**config.mk**
```make
export PLATFORM = sky130hd
export DESIGN_NAME = spi_write_then_read_queue_core_flat
export DESIGN_NICKNAME = d
export VERILOG_FILES = /design/src/rtl/swtrq_pkg.sv /design/src/rtl/swtrq_in_if.sv /design/src/rtl/swtrq_out_if.sv /design/src/rtl/spi_write_then_read_queue_core.sv /design/src/rtl/swtrq_ctrl.sv /design/src/rtl/swtrq_dp.sv /design/src/flat_wrapper.sv
export VERILOG_INCLUDE_DIRS = /design/src /design/src/rtl
export SDC_FILE = /design/constraint.sdc
export NUM_CORES = 1
export LEC_CHECK = 0
export BUFFER_PORTS_ARGS = -buffer_cell sky130_fd_sc_hd__buf_2
export CORE_UTILIZATION = 45
export DETAILED_ROUTE_END_ITERATION = 7
export GPL_TIMING_DRIVEN = 0
export PLACE_DENSITY = 0.66
export RECOVER_POWER = 100
export SLEW_MARGIN = 20
export SYNTH_ARGS = -nofsm -noshare
export SYNTH_HDL_FRONTEND = slang
export SYNTH_SLANG_ARGS = --single-unit
export TNS_END_PERCENT = 20
```
**constraint.sdc**
```tcl
create_clock -name clk -period 7.1 [get_ports clk]
set_input_delay 2.13 -clock clk [delete_from_list [all_inputs] [get_ports clk]]
set_output_delay 2.13 -clock clk [all_outputs]
set_load 0.005 [all_outputs]
```
**src/rtl/spi_write_then_read_queue_core_assert.svh**
```systemverilog
// Assertion macros for the SPI write-then-read transfer queue.
`ifndef SPI_WRITE_THEN_READ_QUEUE_CORE_ASSERT_SVH
`define SPI_WRITE_THEN_READ_QUEUE_CORE_ASSERT_SVH

`ifndef SYNTHESIS

// Same-cycle implication, disabled during reset
`define SWTRQ_ASSERT_IMP(label, clk, rst_n, ante, cons) \
  label: assert property (@(posedge clk) disable iff (!rst_n) (ante) |-> (cons)) \
    else $error("swtrq: implication check failed");

// Next-cycle implication, disabled during reset
`define SWTRQ_ASSERT_NXT(label, clk, rst_n, ante, cons) \
  label: assert property (@(posedge clk) disable iff (!rst_n) (ante) |=> (cons)) \
    else $error("swtrq: next-cycle check failed");

`else

`define SWTRQ_ASSERT_IMP(label, clk, rst_n, ante, cons)
`define SWTRQ_ASSERT_NXT(label, clk, rst_n, ante, cons)

`endif

`endif

```
**src/rtl/swtrq_pkg.sv**
```systemverilog
// Shared constants and types of the SPI write-then-read transfer queue.
`timescale 1ns / 1ps

package swtrq_pkg;

  // Field widths of the channels
  localparam int ACTION_W = 2;
  localparam int LEN_W    = 16;
  localparam int BYTE_W   = 8;
  localparam int KIND_W   = 3;
  localparam int POS_W    = 16;
  localparam int PH_W     = 3;

  // Parameter defaults
  localparam int SLOTS_DEF    = 2;
  localparam int LEN_BITS_DEF = 16;

  // Input actions
  localparam logic [ACTION_W-1:0] ACT_QUEUE = 2'd0;
  localparam logic [ACTION_W-1:0] ACT_POLL  = 2'd1;
  localparam logic [ACTION_W-1:0] ACT_TX    = 2'd2;
  localparam logic [ACTION_W-1:0] ACT_RX    = 2'd3;

  // Result kinds
  localparam logic [KIND_W-1:0] KIND_NONE     = 3'd0;
  localparam logic [KIND_W-1:0] KIND_ACCEPT   = 3'd1;
  localparam logic [KIND_W-1:0] KIND_REJECT   = 3'd2;
  localparam logic [KIND_W-1:0] KIND_SEND     = 3'd3;
  localparam logic [KIND_W-1:0] KIND_STORE    = 3'd4;
  localparam logic [KIND_W-1:0] KIND_BEGIN    = 3'd5;
  localparam logic [KIND_W-1:0] KIND_COMPLETE = 3'd6;
  localparam logic [KIND_W-1:0] KIND_DRAIN    = 3'd7;

  // Slot phases
  localparam logic [PH_W-1:0] PH_FREE   = 3'd0;
  localparam logic [PH_W-1:0] PH_QUEUED = 3'd1;
  localparam logic [PH_W-1:0] PH_XFER   = 3'd2;
  localparam logic [PH_W-1:0] PH_DRAIN  = 3'd3;
  localparam logic [PH_W-1:0] PH_DONE   = 3'd4;

  // One result transaction
  typedef struct packed {
    logic [KIND_W-1:0] kind;
    logic              slot;
    logic [BYTE_W-1:0] byte_out;
    logic [POS_W-1:0]  position;
    logic              from_buffer;
    logic              read_last;
  } result_t;

  // Controller to datapath
  typedef struct packed {
    logic exec;
    logic load;
  } ctl_cmd_t;

  // Datapath to controller
  typedef struct packed {
    logic has_result;
  } dp_stat_t;

endpackage

```
**src/rtl/swtrq_in_if.sv**
```systemverilog
// Input channel of the transfer queue: action and request fields.
`timescale 1ns / 1ps

interface swtrq_in_if;
  logic                          valid;
  logic                          ready;
  logic [swtrq_pkg::ACTION_W-1:0] action;
  logic [swtrq_pkg::LEN_W-1:0]    out_len;
  logic [swtrq_pkg::LEN_W-1:0]    in_len;
  logic [swtrq_pkg::BYTE_W-1:0]   data_byte;

  modport source (output valid, action, out_len, in_len, data_byte, input ready);
  modport sink   (input valid, action, out_len, in_len, data_byte, output ready);
endinterface

```
**src/rtl/swtrq_out_if.sv**
```systemverilog
// Result channel of the transfer queue.
`timescale 1ns / 1ps

interface swtrq_out_if;
  logic                         valid;
  logic                         ready;
  logic [swtrq_pkg::KIND_W-1:0] kind;
  logic                         slot;
  logic [swtrq_pkg::BYTE_W-1:0] byte_out;
  logic [swtrq_pkg::POS_W-1:0]  position;
  logic                         from_buffer;
  logic                         read_last;

  modport source (output valid, kind, slot, byte_out, position, from_buffer, read_last,
                  input ready);
  modport sink   (input valid, kind, slot, byte_out, position, from_buffer, read_last,
                  output ready);
endinterface

```
**src/rtl/spi_write_then_read_queue_core.sv**
```systemverilog
// SPI write-then-read transfer queue: sequences byte events over a slot table.
//
// Channels: in_chan carries one event per transaction (queue request, task poll,
// transmit event, received byte); out_chan carries at most one result per event
// (accepted, rejected, send byte, store byte, begin, complete, drain).
// Events that give nothing (an idle poll, a skipped receive byte, a transmit in
// drain) are absorbed without a result transaction.
// A result is registered and appears on out_chan in the cycle after its event is taken.
// Throughput: one event per cycle while out_chan is not stalled; the slot table,
// lowest-slot search and the counter decrement for the selected slot are combinational.
// The result register is the only buffer: while it holds a result and the
// receiver stalls (out_chan.ready low), in_chan.ready stays low; in_chan.ready
// follows out_chan.ready in the cycle the register is emptied.
// Reset (rst_n low, synchronous): all slots free, no active transfer, no result
// pending. Slot counters are loaded by each accepted queue request.
`timescale 1ns / 1ps
`include "spi_write_then_read_queue_core_assert.svh"

module spi_write_then_read_queue_core #(
  parameter int SLOTS    = swtrq_pkg::SLOTS_DEF,
  parameter int LEN_BITS = swtrq_pkg::LEN_BITS_DEF
) (
  input logic        clk,
  input logic        rst_n,
  swtrq_in_if.sink   in_chan,
  swtrq_out_if.source out_chan
);
  import swtrq_pkg::*;

  ctl_cmd_t cmd;
  dp_stat_t stat;
  result_t  res;
  logic     in_ready;
  logic     out_valid;

  swtrq_ctrl u_ctrl (
    .clk       (clk),
    .rst_n     (rst_n),
    .in_valid  (in_chan.valid),
    .in_ready  (in_ready),
    .out_valid (out_valid),
    .out_ready (out_chan.ready),
    .stat      (stat),
    .cmd       (cmd)
  );

  swtrq_dp #(
    .SLOTS    (SLOTS),
    .LEN_BITS (LEN_BITS)
  ) u_dp (
    .clk       (clk),
    .rst_n     (rst_n),
    .action    (in_chan.action),
    .out_len   (in_chan.out_len),
    .in_len    (in_chan.in_len),
    .data_byte (in_chan.data_byte),
    .cmd       (cmd),
    .stat      (stat),
    .res_out   (res)
  );

  assign in_chan.ready        = in_ready;
  assign out_chan.valid       = out_valid;
  assign out_chan.kind        = res.kind;
  assign out_chan.slot        = res.slot;
  assign out_chan.byte_out    = res.byte_out;
  assign out_chan.position    = res.position;
  assign out_chan.from_buffer = res.from_buffer;
  assign out_chan.read_last   = res.read_last;

  // Input is held off only by a pending result that is not being taken
  `SWTRQ_ASSERT_IMP(a_stall_cause, clk, rst_n, !in_chan.ready, out_chan.valid && !out_chan.ready)

  // A taken result with no new event behind it empties the register
  `SWTRQ_ASSERT_NXT(a_drain_out, clk, rst_n, out_chan.valid && out_chan.ready && !in_chan.valid, !out_chan.valid)

  // Every queue request is answered with accepted or rejected
  `SWTRQ_ASSERT_NXT(a_queue_answer, clk, rst_n, in_chan.valid && in_chan.ready && (in_chan.action == ACT_QUEUE), out_chan.valid && ((out_chan.kind == KIND_ACCEPT) || (out_chan.kind == KIND_REJECT)))

endmodule

```
**src/rtl/swtrq_ctrl.sv**
```systemverilog
// Controller: input handshake and result register occupancy.
`timescale 1ns / 1ps

module swtrq_ctrl (
  input  logic                clk,
  input  logic                rst_n,
  input  logic                in_valid,
  output logic                in_ready,
  output logic                out_valid,
  input  logic                out_ready,
  input  swtrq_pkg::dp_stat_t stat,
  output swtrq_pkg::ctl_cmd_t cmd
);
  import swtrq_pkg::*;

  localparam logic ST_EMPTY = 1'b0;
  localparam logic ST_FULL  = 1'b1;

  logic state_r;
  logic state_nxt;
  logic fire;

  // Take a transaction when the result register is empty or being emptied
  assign in_ready  = (state_r == ST_EMPTY) || out_ready;
  assign fire      = in_valid && in_ready;
  assign out_valid = (state_r == ST_FULL);

  assign cmd.exec = fire;
  assign cmd.load = fire && stat.has_result;

  // Track whether a result waits in the output register
  always_comb begin
    state_nxt = state_r;
    case (state_r)
      ST_EMPTY: begin
        if (fire && stat.has_result) state_nxt = ST_FULL;
      end
      ST_FULL: begin
        if (out_ready && !(fire && stat.has_result)) state_nxt = ST_EMPTY;
      end
      default: state_nxt = ST_EMPTY;
    endcase
  end

  always_ff @(posedge clk) begin
    if (!rst_n) begin
      state_r <= ST_EMPTY;
    end else begin
      state_r <= state_nxt;
    end
  end

endmodule

```
**src/rtl/swtrq_dp.sv**
```systemverilog
// Datapath: slot table, active transfer, result computation and register.
`timescale 1ns / 1ps

module swtrq_dp #(
  parameter int SLOTS    = swtrq_pkg::SLOTS_DEF,
  parameter int LEN_BITS = swtrq_pkg::LEN_BITS_DEF
) (
  input  logic                            clk,
  input  logic                            rst_n,
  input  logic [swtrq_pkg::ACTION_W-1:0]  action,
  input  logic [swtrq_pkg::LEN_W-1:0]     out_len,
  input  logic [swtrq_pkg::LEN_W-1:0]     in_len,
  input  logic [swtrq_pkg::BYTE_W-1:0]    data_byte,
  input  swtrq_pkg::ctl_cmd_t             cmd,
  output swtrq_pkg::dp_stat_t             stat,
  output swtrq_pkg::result_t              res_out
);
  import swtrq_pkg::*;

  localparam int SLOT_W = (SLOTS > 1) ? $clog2(SLOTS) : 1;

  // Slot table: phases are control state, counters are loaded on queue and stepped by events
  logic [PH_W-1:0]     phase_r       [SLOTS];
  logic [PH_W-1:0]     phase_nxt     [SLOTS];
  logic [LEN_BITS-1:0] write_left_r  [SLOTS];
  logic [LEN_BITS-1:0] filler_left_r [SLOTS];
  logic [LEN_BITS-1:0] skip_left_r   [SLOTS];
  logic [LEN_BITS-1:0] read_left_r   [SLOTS];
  logic [LEN_BITS-1:0] write_pos_r   [SLOTS];
  logic [LEN_BITS-1:0] read_pos_r    [SLOTS];

  logic [SLOT_W-1:0] active_idx_r;
  logic [SLOT_W-1:0] active_idx_nxt;
  logic              active_vld_r;
  logic              active_vld_nxt;

  logic [SLOTS-1:0]  free_mask;
  logic [SLOTS-1:0]  queued_mask;
  logic [SLOTS-1:0]  queued2_mask;
  logic              free_found;
  logic [SLOT_W-1:0] free_idx;
  logic              q_found;
  logic [SLOT_W-1:0] q_idx;
  logic              q2_found;
  logic [SLOT_W-1:0] q2_idx;

  logic [SLOT_W-1:0]   sel_idx;
  logic [PH_W-1:0]     rd_phase;
  logic [LEN_BITS-1:0] rd_wl;
  logic [LEN_BITS-1:0] rd_fl;
  logic [LEN_BITS-1:0] rd_sk;
  logic [LEN_BITS-1:0] rd_rl;
  logic [LEN_BITS-1:0] rd_wp;
  logic [LEN_BITS-1:0] rd_rp;
  logic [LEN_BITS-1:0] olen;
  logic [LEN_BITS-1:0] ilen;

  logic    q_we;
  logic    wr_step;
  logic    fill_step;
  logic    skip_step;
  logic    rd_step;
  result_t res;
  logic    res_vld;
  result_t res_r;

  assign olen = LEN_BITS'(out_len);
  assign ilen = LEN_BITS'(in_len);

  // Decode slot phases into free and queued masks
  always_comb begin
    for (int i = 0; i < SLOTS; i++) begin
      free_mask[i]   = (phase_r[i] == PH_FREE);
      queued_mask[i] = (phase_r[i] == PH_QUEUED);
    end
  end

  // Find the lowest free slot and the lowest queued slot
  always_comb begin
    free_found = 1'b0;
    free_idx   = '0;
    q_found    = 1'b0;
    q_idx      = '0;
    for (int i = SLOTS - 1; i >= 0; i--) begin
      if (free_mask[i]) begin
        free_found = 1'b1;
        free_idx   = SLOT_W'(i);
      end
      if (queued_mask[i]) begin
        q_found = 1'b1;
        q_idx   = SLOT_W'(i);
      end
    end
  end

  // Find the lowest queued slot other than the working one
  always_comb begin
    q2_found = 1'b0;
    q2_idx   = '0;
    for (int i = 0; i < SLOTS; i++) begin
      queued2_mask[i] = queued_mask[i] && (SLOT_W'(i) != sel_idx);
    end
    for (int i = SLOTS - 1; i >= 0; i--) begin
      if (queued2_mask[i]) begin
        q2_found = 1'b1;
        q2_idx   = SLOT_W'(i);
      end
    end
  end

  // Select the working slot: the active one, or the lowest queued one
  assign sel_idx  = active_vld_r ? active_idx_r : q_idx;
  assign rd_phase = phase_r[sel_idx];
  assign rd_wl    = write_left_r[sel_idx];
  assign rd_fl    = filler_left_r[sel_idx];
  assign rd_sk    = skip_left_r[sel_idx];
  assign rd_rl    = read_left_r[sel_idx];
  assign rd_wp    = write_pos_r[sel_idx];
  assign rd_rp    = read_pos_r[sel_idx];

  // Work out the result and the next control state for one transaction
  always_comb begin
    for (int i = 0; i < SLOTS; i++) phase_nxt[i] = phase_r[i];
    active_idx_nxt = active_idx_r;
    active_vld_nxt = active_vld_r;
    q_we      = 1'b0;
    wr_step   = 1'b0;
    fill_step = 1'b0;
    skip_step = 1'b0;
    rd_step   = 1'b0;
    res       = '0;
    res_vld   = 1'b0;

    case (action)
      ACT_QUEUE: begin
        res_vld = 1'b1;
        if (free_found) begin
          phase_nxt[free_idx] = PH_QUEUED;
          q_we     = 1'b1;
          res.kind = KIND_ACCEPT;
          res.slot = free_idx[0];
        end else begin
          res.kind = KIND_REJECT;
        end
      end
      ACT_POLL: begin
        if (active_vld_r || q_found) begin
          active_idx_nxt = sel_idx;
          active_vld_nxt = 1'b1;
          res.slot       = sel_idx[0];
          case (rd_phase)
            PH_QUEUED: begin
              res_vld = 1'b1;
              if (rd_wl == '0 && rd_rl == '0) begin
                // Empty transfer: free it and hand over to the next queued slot
                phase_nxt[sel_idx] = PH_FREE;
                active_vld_nxt     = q2_found;
                if (q2_found) active_idx_nxt = q2_idx;
                res.kind = KIND_COMPLETE;
              end else begin
                phase_nxt[sel_idx] = PH_XFER;
                res.kind = KIND_BEGIN;
              end
            end
            PH_DONE: begin
              res_vld            = 1'b1;
              phase_nxt[sel_idx] = PH_FREE;
              active_vld_nxt     = q2_found;
              if (q2_found) active_idx_nxt = q2_idx;
              res.kind = KIND_COMPLETE;
            end
            default: ;
          endcase
        end
      end
      ACT_TX: begin
        if (active_vld_r) begin
          res.slot = sel_idx[0];
          case (rd_phase)
            PH_DRAIN: phase_nxt[sel_idx] = PH_DONE;
            PH_XFER: begin
              res_vld = 1'b1;
              res.kind = KIND_SEND;
              if (rd_wl != '0) begin
                wr_step          = 1'b1;
                res.byte_out     = data_byte;
                res.position     = POS_W'(rd_wp);
                res.from_buffer  = 1'b1;
              end else if (rd_fl != '0) begin
                fill_step = 1'b1;
              end else begin
                phase_nxt[sel_idx] = PH_DRAIN;
                res.kind = KIND_DRAIN;
              end
            end
            default: ;
          endcase
        end
      end
      ACT_RX: begin
        if (active_vld_r && (rd_phase inside {PH_XFER, PH_DRAIN, PH_DONE})) begin
          res.slot = sel_idx[0];
          if (rd_sk != '0) begin
            skip_step = 1'b1;
          end else if (rd_rl != '0) begin
            rd_step       = 1'b1;
            res_vld       = 1'b1;
            res.kind      = KIND_STORE;
            res.byte_out  = data_byte;
            res.position  = POS_W'(rd_rp);
            res.read_last = (rd_rl == LEN_BITS'(1));
          end
        end
      end
      default: ;
    endcase
  end

  assign stat.has_result = res_vld;
  assign res_out         = res_r;

  // Update phases and the active transfer
  always_ff @(posedge clk) begin
    if (!rst_n) begin
      for (int i = 0; i < SLOTS; i++) phase_r[i] <= PH_FREE;
      active_idx_r <= '0;
      active_vld_r <= 1'b0;
    end else if (cmd.exec) begin
      for (int i = 0; i < SLOTS; i++) phase_r[i] <= phase_nxt[i];
      active_idx_r <= active_idx_nxt;
      active_vld_r <= active_vld_nxt;
    end
  end

  // Load new requests and advance the per-slot counters
  always_ff @(posedge clk) begin
    if (cmd.exec && q_we) begin
      write_left_r[free_idx]  <= olen;
      filler_left_r[free_idx] <= ilen;
      skip_left_r[free_idx]   <= olen;
      read_left_r[free_idx]   <= ilen;
      write_pos_r[free_idx]   <= '0;
      read_pos_r[free_idx]    <= '0;
    end
    if (cmd.exec && wr_step) begin
      write_left_r[sel_idx] <= rd_wl - LEN_BITS'(1);
      write_pos_r[sel_idx]  <= rd_wp + LEN_BITS'(1);
    end
    if (cmd.exec && fill_step) filler_left_r[sel_idx] <= rd_fl - LEN_BITS'(1);
    if (cmd.exec && skip_step) skip_left_r[sel_idx] <= rd_sk - LEN_BITS'(1);
    if (cmd.exec && rd_step) begin
      read_left_r[sel_idx] <= rd_rl - LEN_BITS'(1);
      read_pos_r[sel_idx]  <= rd_rp + LEN_BITS'(1);
    end
  end

  // Hold the result for the output channel
  always_ff @(posedge clk) begin
    if (cmd.load) res_r <= res;
  end

endmodule
```
**src/flat_wrapper.sv**
```systemverilog
// flat-port wrapper written by rule: the top's interface ports become plain ports
module spi_write_then_read_queue_core_flat import swtrq_pkg::*;
#(
  parameter int SLOTS    = swtrq_pkg::SLOTS_DEF,
  parameter int LEN_BITS = swtrq_pkg::LEN_BITS_DEF
)
  (clk, rst_n, in_chan_valid, in_chan_action, in_chan_out_len, in_chan_in_len, in_chan_data_byte, in_chan_ready, out_chan_valid, out_chan_kind, out_chan_slot, out_chan_byte_out, out_chan_position, out_chan_from_buffer, out_chan_read_last, out_chan_ready);
  swtrq_in_if in_chan_i ();
  swtrq_out_if out_chan_i ();
  input logic clk;
  input logic rst_n;
  input wire logic [$bits(in_chan_i.valid)-1:0] in_chan_valid;
  input wire logic [$bits(in_chan_i.action)-1:0] in_chan_action;
  input wire logic [$bits(in_chan_i.out_len)-1:0] in_chan_out_len;
  input wire logic [$bits(in_chan_i.in_len)-1:0] in_chan_in_len;
  input wire logic [$bits(in_chan_i.data_byte)-1:0] in_chan_data_byte;
  output wire logic [$bits(in_chan_i.ready)-1:0] in_chan_ready;
  output wire logic [$bits(out_chan_i.valid)-1:0] out_chan_valid;
  output wire logic [$bits(out_chan_i.kind)-1:0] out_chan_kind;
  output wire logic [$bits(out_chan_i.slot)-1:0] out_chan_slot;
  output wire logic [$bits(out_chan_i.byte_out)-1:0] out_chan_byte_out;
  output wire logic [$bits(out_chan_i.position)-1:0] out_chan_position;
  output wire logic [$bits(out_chan_i.from_buffer)-1:0] out_chan_from_buffer;
  output wire logic [$bits(out_chan_i.read_last)-1:0] out_chan_read_last;
  input wire logic [$bits(out_chan_i.ready)-1:0] out_chan_ready;
  assign in_chan_i.valid = in_chan_valid;
  assign in_chan_i.action = in_chan_action;
  assign in_chan_i.out_len = in_chan_out_len;
  assign in_chan_i.in_len = in_chan_in_len;
  assign in_chan_i.data_byte = in_chan_data_byte;
  assign in_chan_ready = in_chan_i.ready;
  assign out_chan_valid = out_chan_i.valid;
  assign out_chan_kind = out_chan_i.kind;
  assign out_chan_slot = out_chan_i.slot;
  assign out_chan_byte_out = out_chan_i.byte_out;
  assign out_chan_position = out_chan_i.position;
  assign out_chan_from_buffer = out_chan_i.from_buffer;
  assign out_chan_read_last = out_chan_i.read_last;
  assign out_chan_i.ready = out_chan_ready;
  spi_write_then_read_queue_core #(.SLOTS(SLOTS), .LEN_BITS(LEN_BITS)) u_core (.clk(clk), .rst_n(rst_n), .in_chan(in_chan_i), .out_chan(out_chan_i));
endmodule
```
==> summary.txt <==
Logic synthesis
  • EDFF count, synth: 228
  • Mapped Area: 13,100 um2
  • Synth Area in Compound Gates: 10.0%
  • Main combinational cell family by area after synthesis: simple AND/OR/NAND/NOR gates
  • Mux cell area share after synthesis: between 10% and 20%
  • Synth area leaders: edfxtp_1 52%, mux2i_1 7.3%, mux2_2 3.0%
  • Adder-Cell Fraction of Synth Area: around 1.2%
  • Cell with the most instances after synthesis: edfxtp_1
  • Cell variety after synth: 80
  • Synth top cells by count: 228 x edfxtp_1, 96 x mux2i_1, 91 x nand2_1
  • Simple-gate share of the synthesized area: between 10% and 20%
  • Mapped Cells: 1,122
  • Yosys warns: 0
  • Seq/Total Area, Yosys: 52.7%
  • Synth Area per Inst: around 12 um2
  • Synth Flop Type: edfxtp_1
  • Yosys top cell by area: edfxtp_1
  • Yosys top cell area share: 52.2%
  • Post-synth ARST share: 0%
  • XOR/XNOR share of the synthesized area: between 5 and 6%
  • Post-synthesis register bit count: 231
  • Net Count, Synth: roughly 1,200

Pwr
  • VDD IR max: about 170 uV
  • Leak: 5.23 nW
  • Power per cell area: 206 nW/um2
  • Total power: 0.00306 W

Run status
  • Status: complete, but fails checks
  • Failing checks: capacitance limit, slew limit

Timing
  • Slew HR: -1.42%
  • Final Skew: between 10 and 15 ps
  • Max-slew violations: 13
  • Final Critical Period: 6510 ps
  • Highest clock rate: 154 MHz
  • RSZ-0062 raised after global routing: no
  • Setup-violating endpoint count in the final report: 0
  • Hold Vio Cnt, Final: 0
  • Worst Tran Pin Value: 1510 ps
  • Total Neg Setup Slack: 0 ps
  • Final period util: 91.7%

Clocking
  • CTS Buffer Depth: 3
  • Worst-path clk slew: 60 ps
  • TritonCTS clock tree: yes
  • Hold buffer count at CTS: 0
  • Clk Latency, worst-skew pair: 530 ps
  • CTS resizes: 0
  • Clk sinks: roughly 230
  • CTS Root Cell: clkbuf_16
  • H-tree Lvls: 1
  • CTS buffer count: 25

Min path
  • Hold path start: u_core.u_ctrl.out_valid$_SDFF_PN0_
  • Hold Path Depth: 2
  • Hold WC Path Type: flop to flop
  • Hold path endpoint: u_core.u_ctrl.out_valid$_SDFF_PN0_

Job
  • Max-cap violations: 1

Setup path
  • Setup crit end kind: flop
  • Crit start category: flop
  • Required @ worst endpoint: 7330 ps
  • R2R Setup Slk: 590 ps
  • Worst r2r path cells: 16
  • R2R Path Start: u_core.u_dp.phase_r[0][2]$_SDFFCE_PN0P_
  • CP Data Arrival Time: roughly 6700 ps
  • Kind of critical path: flop to flop
  • Max FO, Critical Path: 19
  • R2r endpoint: u_core.u_dp.read_pos_r[0][6]$_DFFE_PP_

GRT
  • Largest net degree at the start of global routing: 23
  • Met2 usage: approximately two fifths
  • Total global routing track utilization: 24.2%
  • Met1 GRT Util: approximately a third
  • GR Overflow Total: 0
  • Global-route wire length before repair: 56.3 mm
  • Met3 Use GR: under 10%
  • Vias in the first global route: 9,741
  • Global route hottest layer: met2
  • Initial antenna violation count: 0

Floorplanning
  • Die Ht: about 170 um
  • I/O Pins: 78
  • Die area: around 30,000 um2
  • Core Footprint: 28,700 um2
  • Row cnt: 62
  • Die extent in x: 173 um
  • Initial Util: ~46%

Layout
  • Reg area: 6910 um2
  • Share of layout cells above drive strength 1: 14.2%
  • # diodes: 0
  • Layout net count: roughly 1,300
  • Post-route cell area: 14,800 um2
  • Synthesis-to-layout area growth: 13.1%
  • Post-layout util: 51.7%
  • Non-Filler Instances: 1,634
  • Area of the multi-input gates: 5840 um2
  • Fillers: around 2,600

Detailed routing
  • Vias per cell: 6.04
  • Total wire length: about 36 mm
  • DR WL/cell: 22.1 um
  • Initial DRC Count: 1,087
  • TritonRoute pass-1 iters: 5
  • Vias: around 9,900
  • Routed Antenna Nets: 0
  • DRC: 0

Placement
  • Port buffer count: 77
  • # placed instances: between 1,500 and 2,000
  • GPL Wtd Cong: 0.920
  • Post-DP HPWL: 25.8 mm
  • Dpl cell area: 14,300 um2
## worst max-delay path, stage by stage (launching register included)
cell and delay [ps]:
edfxtp_1 350, clkbuf_1 250, nor3b_4 470, o21a_1 190, buf_2 290, buf_4 280
buf_2 370, buf_2 650, mux2i_1 350, ha_1 190, clkbuf_1 490, a211oi_2 210
nand3_1 430, clkbuf_1 700, mux2i_4 560, buf_8 220, buf_16 170
## cell type report
cell class	count	area share [%]
sequential	231	46.6
multi-input combinational	821	39.4
clock buffer	30	4.34
timing repair buffer	84	3.49
tap	384	3.24
buffer	53	1.81
clock inverter	15	0.776
inverter	16	0.405
## where the power goes
part / switching (W) / total (W) / leakage (nW) / internal (W)
clock network: 0.000531 / 0.00124 / 0.374 / 0.000713
logic: 0.000177 / 0.000277 / 2.69 / 0.000100
registers: 0.0000167 / 0.00154 / 2.16 / 0.00152
## per-stage QoR
stage | worst slack (ps) | hold WS, ps
2_1_floorplan | 903 | 611
3_3_place_gp | -2220 | 626
3_5_place_dp | 250 | 645
4_1_cts | 246 | 654
5_1_grt | 282 | 699
6_report | 587 | 649
## flip-flops by register name, summed over array words and instances, names as in the netlist
signal / cells
u_core.u_ctrl.out_valid: 1
u_core.u_dp.read_pos_r: 32
u_core.u_dp.res_out: 30
u_core.u_dp.skip_left_r: 32
u_core.u_dp.read_left_r: 32
u_core.u_dp.write_pos_r: 32
u_core.u_dp.active_vld_r: 1
u_core.u_dp.phase_r: 6
u_core.u_dp.write_left_r: 32
u_core.u_dp.active_idx_r: 1
u_core.u_dp.filler_left_r: 32
## placed cells by master (no fill, tap or decap), types with 35 or more instances in the layout
cell type  synthesis  layout
clkbuf_1          20      46
nor2_1            86      86
edfxtp_1         228     228
o21ai_0           47      45
buf_2             20      80
mux2i_1           96      90
nand2_1           91      91
xor2_1            35      35
xnor2_1           41      41
nor3_1            56      56
## worst max path at each step
stage,start,end,slack (ps),depth (start not counted)
6_report,u_core.u_dp.phase_r[0][2]$_SDFFCE_PN0P_,u_core.u_dp.read_pos_r[0][6]$_DFFE_PP_,590,16
5_1_grt,u_core.u_dp.phase_r[0][2]$_SDFFCE_PN0P_,u_core.u_dp.filler_left_r[0][14]$_DFFE_PP_,280,17
4_1_cts,u_core.u_dp.phase_r[0][2]$_SDFFCE_PN0P_,u_core.u_dp.filler_left_r[1][14]$_DFFE_PP_,250,18
3_5_place_dp,u_core.u_dp.phase_r[0][2]$_SDFFCE_PN0P_,u_core.u_dp.filler_left_r[0][11]$_DFFE_PP_,250,18
3_3_place_gp,u_core.u_dp.phase_r[0][2]$_SDFFCE_PN0P_,u_core.u_dp.write_left_r[1][9]$_DFFE_PP_,-2220,15
2_1_floorplan,u_core.u_dp.phase_r[0][2]$_SDFFCE_PN0P_,u_core.u_dp.write_left_r[0][0]$_DFFE_PP_,900,15
## metal layers
metal | wire length [um] | part of all wire [%]
met5 | 0 | 0
met4 | 808 | 2.2
met3 | 2080 | 5.8
met2 | 17400 | 48
met1 | 15900 | 44
## cell families (layout without fill, tap and decap cells)
| group | after synthesis | after routing |
|---|---|---|
| DFF | 231 | 231 |
| buffers and inverters | 70 | 198 |
| xor gates and xnor gates | 76 | 76 |
| muxes | 154 | 154 |
| adders and majority gates | 13 | 13 |
| AOI/OAI and AO/OA | 183 | 183 |
| and+or+nand+nor | 395 | 395 |
## repair_timing
action	in CTS	in global routing
hold endpoints to repair	0	0
buffers inserted	0	0
setup endpoints to repair	0	32
No activity file was read; power rests on OpenSTA's default activity.
